**src/hdl/mtfpc_pkg.sv**
```systemverilog
// ----------------------------------------------------------------------------
// mtfpc_pkg
// Shared types and codes for the move-to-front price cache.
// ----------------------------------------------------------------------------
`timescale 1ns / 1ps
`default_nettype none

package mtfpc_pkg;

    localparam int DATA_W  = 32;
    localparam int SLOT_OW = 7;

    // request kinds carried in s_tuser
    localparam logic REQ_ACCESS = 1'b0;
    localparam logic REQ_CHANGE = 1'b1;

    typedef enum logic [1:0] {
        OP_HOLD,
        OP_MOVE,
        OP_SETP
    } cell_op_t;

    // broadcast from the sequencer to every cell
    typedef struct packed {
        logic              cmp_en;
        cell_op_t          op;
        logic [DATA_W-1:0] code;
        logic [DATA_W-1:0] price;
    } cell_ctrl_t;

endpackage

`default_nettype wire

```
**src/hdl/mtfpc_cell.sv**
```systemverilog
// ----------------------------------------------------------------------------
// mtfpc_cell
// One recency slot: key and price, local compare, takes its lower neighbor's
// entry on a move.
// ----------------------------------------------------------------------------
`timescale 1ns / 1ps
`default_nettype none

module mtfpc_cell #(
    parameter int IDX   = 0,
    parameter int CNT_W = 8
) (
    input  logic                       aclk,
    input  logic                       aresetn,
    input  mtfpc_pkg::cell_ctrl_t      ctrl,
    input  logic [CNT_W-1:0]           limit,
    input  logic [CNT_W-1:0]           fill,
    input  logic [mtfpc_pkg::DATA_W-1:0] prev_key,
    input  logic [mtfpc_pkg::DATA_W-1:0] prev_price,
    output logic [mtfpc_pkg::DATA_W-1:0] key,
    output logic [mtfpc_pkg::DATA_W-1:0] price,
    output logic                       match
);
    import mtfpc_pkg::*;

    localparam logic [CNT_W-1:0] MY_IDX = CNT_W'(IDX);

    logic [DATA_W-1:0] key_reg, key_next;
    logic [DATA_W-1:0] price_reg, price_next;
    logic              match_reg, match_next;

    always_comb begin
        key_next   = key_reg;
        price_next = price_reg;
        match_next = match_reg;
        // only slots below the fill count hold written entries
        if (ctrl.cmp_en) begin
            match_next = (MY_IDX < fill) && (key_reg == ctrl.code);
        end
        unique case (ctrl.op)
            OP_HOLD: begin
            end
            OP_MOVE: begin
                if (MY_IDX == '0) begin
                    key_next   = ctrl.code;
                    price_next = ctrl.price;
                end else if (MY_IDX <= limit) begin
                    key_next   = prev_key;
                    price_next = prev_price;
                end
            end
            OP_SETP: begin
                if (MY_IDX == limit) begin
                    price_next = ctrl.price;
                end
            end
            default: begin
            end
        endcase
    end

    always_ff @(posedge aclk) begin
        key_reg   <= key_next;
        price_reg <= price_next;
        if (!aresetn) begin
            match_reg <= 1'b0;
        end else begin
            match_reg <= match_next;
        end
    end

    assign key   = key_reg;
    assign price = price_reg;
    assign match = match_reg;

endmodule

`default_nettype wire

```
**config.mk**
```make
export PLATFORM = sky130hd
export DESIGN_NAME = mtfpc_cell
export DESIGN_NICKNAME = d
export VERILOG_FILES = /design/src/hdl/mtfpc_pkg.sv /design/src/hdl/mtfpc_cell.sv
export SDC_FILE = /design/constraint.sdc
export NUM_CORES = 1
export LEC_CHECK = 0
export ABC_AREA = 0
export BUFFER_PORTS_ARGS = -buffer_cell sky130_fd_sc_hd__buf_2
export CAP_MARGIN = 40
export CORE_ASPECT_RATIO = 0.5
export CORE_MARGIN = 4
export CORE_UTILIZATION = 30
export DETAILED_ROUTE_END_ITERATION = 8
export HOLD_SLACK_MARGIN = 0.02
export PLACE_DENSITY_LB_ADDON = 0.1
export SETUP_SLACK_MARGIN = 0.02
export SYNTH_ARGS = -nofsm -noshare
export SYNTH_HDL_FRONTEND = slang
export SYNTH_SLANG_ARGS = --single-unit
export TNS_END_PERCENT = 100
```
**constraint.sdc**
```tcl
create_clock -name aclk -period 7.3 [get_ports aclk]
set_clock_uncertainty 0.2 [all_clocks]
set_input_delay 0.73 -clock aclk [delete_from_list [all_inputs] [get_ports aclk]]
set_output_delay 0.73 -clock aclk [all_outputs]
set_load 0.005 [all_outputs]
```
## Word level (Yosys, flattened, before mapping)

Index checks and enable logic that the tools add are counted.

| word-level totals | value |
|---|---|
| bits in registers | 65 |
| input bits | 149 |
| output and inout port bits | 65 |
| logic and storage cells | 14 |

| cells by class | value |
|---|---|
| $lt $le $gt $ge | 1 |
| equality and inequality tests | 4 |
| multiplexer cells | 2 |
| reductions and logical operators | 4 |

Operators with widths:

| kind | count |
|---|---|
| $pmux W32 S2 | 1 |
| $eq A32 B32 Y1 | 1 |
| $mux W32 | 1 |
| $logic_not A8 Y1 | 1 |
| $lt A1 B8 Y1 const A | 1 |
| $eq A2 B1 Y1 const B | 1 |
| $eq A2 B2 Y1 const B | 1 |
| $ne A2 B2 Y1 const B | 1 |
| $reduce_and A2 Y1 | 1 |
| $reduce_bool A2 Y1 | 1 |
| $logic_and A1 B1 Y1 | 1 |

## Logic depth before layout (Yosys ltp)

| logic depth | value |
|---|---|
| depth after elaboration | 3 |
| mapped depth | 5 |
| gate-level depth less buffers | 5 |

## Least setup slack after synthesis

No wires, ideal clock.

| timing | value |
|---|---|
| kind | input port to flip-flop |
| from | input port ctrl[65] (netlist bit) |
| to | register price_reg[0], in the netlist price[0], enable pin |
| setup time | 377 ps |
| data arrival time | 2898 ps |
| required time | 6723 ps |
| setup slack | 3826 ps |
| cell stages on the path | 2 |
| cells stage by stage | nor2b_1 -> a31o_2 |

| between the ends | value |
|---|---|
| longest elaborated chain between the ends | 3 |

RTL lines:

| item | line | RTL |
|---|---|---|
| start, declared | mtfpc_cell.sv:15 | `input mtfpc_pkg::cell_ctrl_t ctrl,` |
| $eq A2 B2 Y1 / $eq A2 B1 Y1 (equally long branches) | mtfpc_cell.sv:40 | `unique case (ctrl.op)` |
| $ne A2 B2 Y1 (no line) / $reduce_bool A2 Y1 (equally long branches) | - |  |
| $reduce_and A2 Y1 (no line) * | - |  |
| end signal, assigned | mtfpc_cell.sv:64 | `price_reg <= price_next;` |
| end, declared | mtfpc_cell.sv:29 | `logic [DATA_W-1:0] price_reg, price_next;` |

Every way passes the cells marked *; elsewhere a longest branch is shown, timed or not.
A chain may end at the register's enable or synchronous reset.

## Final worst setup path

| timing | value |
|---|---|
| from | input port ctrl[64] (netlist bit) |
| to | register price_reg[25], in the netlist price[25], enable pin |

Same word-level chain as after synthesis.

==> impl_metrics.json <==
{
  "outcome": "finished, final reports clean",
  "cts_hold_buf": 0,
  "grt_util_all_layers_pct": 12.00,
  "drc": 0,
  "drv_cap": 0,
  "power.leakage_nw": 1.465,
  "top_usage_layer": "met2",
  "setup.worst_path.end_class": "register",
  "cp_data_arrival_time_ns": 1.96,
  "switchingPower_uw": 191.5,
  "grt_max_degree": 33,
  "clkPwrFrac_pct": 40.9,
  "clkTransAtPathRegs_ns": 0.05,
  "antenna_found_initial": 0,
  "post_dp_cell_area_sq_mm": 0.003282,
  "grt_pass1_vias": 1738,
  "design_area_sq_mm": 0.003535,
  "met1_usage_pct": 12.90,
  "rows": 22,
  "wl_per_cell_um": 14.28,
  "r2r_end": "match",
  "crit_end": "price[25]",
  "cts.htree.levels": 3,
  "use_met3_pct": 6.605,
  "synth-xor-area-share_pct": 11.85,
  "clock_latency_ns": 0.32,
  "muxShareOfSynthArea_pct": 0,
  "cp-startpoint": "ctrl[64]",
  "cp_num_buf_inv": 1,
  "ys_seq_area_share_pct": 82.07,
  "routed_wl_um": 5596,
  "tritoncts": "yes",
  "die_area_sq_mm": 0.009458,
  "synth_top_family_by_area": "XOR/XNOR gates",
  "crit_fanout": 32,
  "p_int_uw": 707.5,
  "ir_drop_v": 0.0001126,
  "die_w_um": 133.6,
  "yosys.area_share.simple_pct": 5.130,
  "finalMaxSlewViolations": 0,
  "hold_viol": 0,
  "syn_to_final_growth_pct": 49.39,
  "avgSynthCellArea_sq_um": 19.88,
  "final.min_clock_period_ns": 2.210,
  "initial_core_util_pct": 31.60,
  "critical_path_class": "in -> reg",
  "dp_cells": 377,
  "worstReg2RegStart": "key[30]",
  "nNetsFinal": 429,
  "critPathTopFamily": "compound AO/OA/AOI/OAI gates",
  "power_density_mw_per_mm2": 254.3,
  "die_y_um": 70.80,
  "final_cells": 392,
  "grt_pass1_wl_um": 8590,
  "yosys.cell_types.count": 16,
  "coreArea_sq_mm": 0.007487,
  "avgViaCountPerCell": 4.158,
  "rsz0062_at_grt": "false",
  "r2r_cells": 5,
  "start_kind": "input port",
  "tns_ns": 0,
  "synth-compound-area-share_pct": 0.9519,
  "critical_path.max_stage_delay_ns": 0.71,
  "cts_max_path_buffers": 2,
  "hp-class": "reg -> reg",
  "fmax_ghz": 0.4524,
  "tightest_slew_ns": 0.8213,
  "place_congestion": 0.7079,
  "r2r_setup_slack_ns": 5.74,
  "cp_cell_sequence": "buf_2 > nor2b_4 > a31o_2",
  "cts_sinks": 65,
  "crit_cells": 3,
  "grt-ovfl-total": 0,
  "cts_resized": 0,
  "drtPass1Iterations": 3,
  "synth_seq_cells": 65,
  "drt_iter0_drc": 66,
  "io-pin-count": 214,
  "syn-num-nets": 268,
  "synth_adder_area_share_pct": 0,
  "num_vias": 1630,
  "root_buffer": "clkbuf_16",
  "synthCells": 119,
  "numCtsBuffers": 9,
  "drtAntennaViolNets": 0,
  "seqPwrFrac_pct": 49.9,
  "finalSetupViolations": 0,
  "comb_power_share_pct": 9.2,
  "synth_area_sq_mm": 0.002366,
  "post-route-period-util_pct": 30.28,
  "yosys_warnings": 0,
  "final_util_pct": 47.21,
  "post-cts-setup-buffers": 0,
  "hpwl_um": 4341,
  "met2_usage_pct": 20.06,
  "diodes": 0,
  "critPathSlowestCell": "a31o_2",
  "crit_required_ns": 7.04,
  "io_buffers": 149,
  "slew_headroom_pct": 45.25,
  "drive_above_1_share_pct": 58.80,
  "swShare_pct": 21.30
}
[layout make-up]
| cell class | instances | area [sq um] |
|---|---|---|
| Sequential cell | 65 | 1942 |
| Multi-Input combinational cell | 54 | 431.7 |
| Fill cell | 710 | 3953 |
| Clock buffer | 10 | 229.0 |
| Tap cell | 108 | 135.1 |
| Clock inverter | 5 | 23.77 |
| Timing Repair Buffer | 150 | 773.2 |
[how the worst min path moves through the flow]
stage               cells past startpoint    end  slack (ns)  start
finish                                  2  match        0.29  match
global route                            2  match        0.30  match
CTS                                     2  match        0.29  match
detailed placement                      2  match        0.28  match
global placement                        2  match        0.28  match
floorplan                               2  match        0.28  match
[synthesized netlist by cell type]
cell type	instances	share of area, %
nor2_1	1	0.16
nor2b_1	1	0.26
dfxtp_1	1	0.85
nand3b_1	1	0.32
edfxtp_1	64	81
xnor2_1	17	6.3
nor3_1	1	0.21
a31o_2	1	0.37
a21oi_1	1	0.21
nand3_1	3	0.63
nor4_2	1	0.53
nor4b_1	1	0.37
o21ai_2	1	0.37
nand4_1	4	1.1
xor2_1	15	5.6
nor4_1	6	1.6
[metrics by stage]
stage                     power (mW)  hold WS (ns)  setup slack (ns)
after floorplan               0.4832        0.2824             3.826
after global placement        0.5367        0.2790             4.333
after detailed placement      0.5414        0.2774             4.726
after CTS                     0.9139        0.2871             5.064
after global routing          0.9403        0.3001             4.958
final                         0.8990        0.2851             5.090
[logic make-up (layout without fill, tap and decap cells)]
logic type | Yosys count | after routing
flops | 65 | 65
xor+xnor | 32 | 32
simple gates | 19 | 19
compound gates | 3 | 3
buf+inv | 0 | 165
[power groups by stage]
stage | Combinational (mW) | Clock, mW | Sequential, mW
after detailed placement | 0.0848 | 0 | 0.457
after global routing | 0.0911 | 0.397 | 0.452
final | 0.0826 | 0.368 | 0.449
after CTS | 0.0850 | 0.379 | 0.449
after global placement | 0.0809 | 0 | 0.456
after floorplan | 0.0230 | 0 | 0.460
[worst min-delay path, delay by kind of cell (launching register included)]
| family | cells | cell delay (ns) |
|---|---|---|
| AOI/OAI and AO/OA | 1 | 0.05 |
| DFF | 1 | 0.30 |
| and+or+nand+nor | 1 | 0.09 |
[layout by cell type, fill, tap and decap left out, drive strengths merged]
cell / netlist / routed
nor2: 1 / 1
o21ai: 1 / 1
nor3: 1 / 1
nor2b: 1 / 1
xnor2: 17 / 17
xor2: 15 / 15
clkinv: 0 / 5
buf: 0 / 150
nor4b: 1 / 1
nand3b: 1 / 1
dfxtp: 1 / 1
nand3: 3 / 3
nand4: 4 / 4
edfxtp: 64 / 64
clkbuf: 0 / 10
a31o: 1 / 1
a21oi: 1 / 1
nor4: 7 / 7
[layer usage]
metal  routed length [um]  share of wire [%]
met2                 2805                 50
met5                    0                  0
met1                 2227                 40
met3                  516                9.2
met4                   46               0.82
Power figures use the tool's default switching activity.
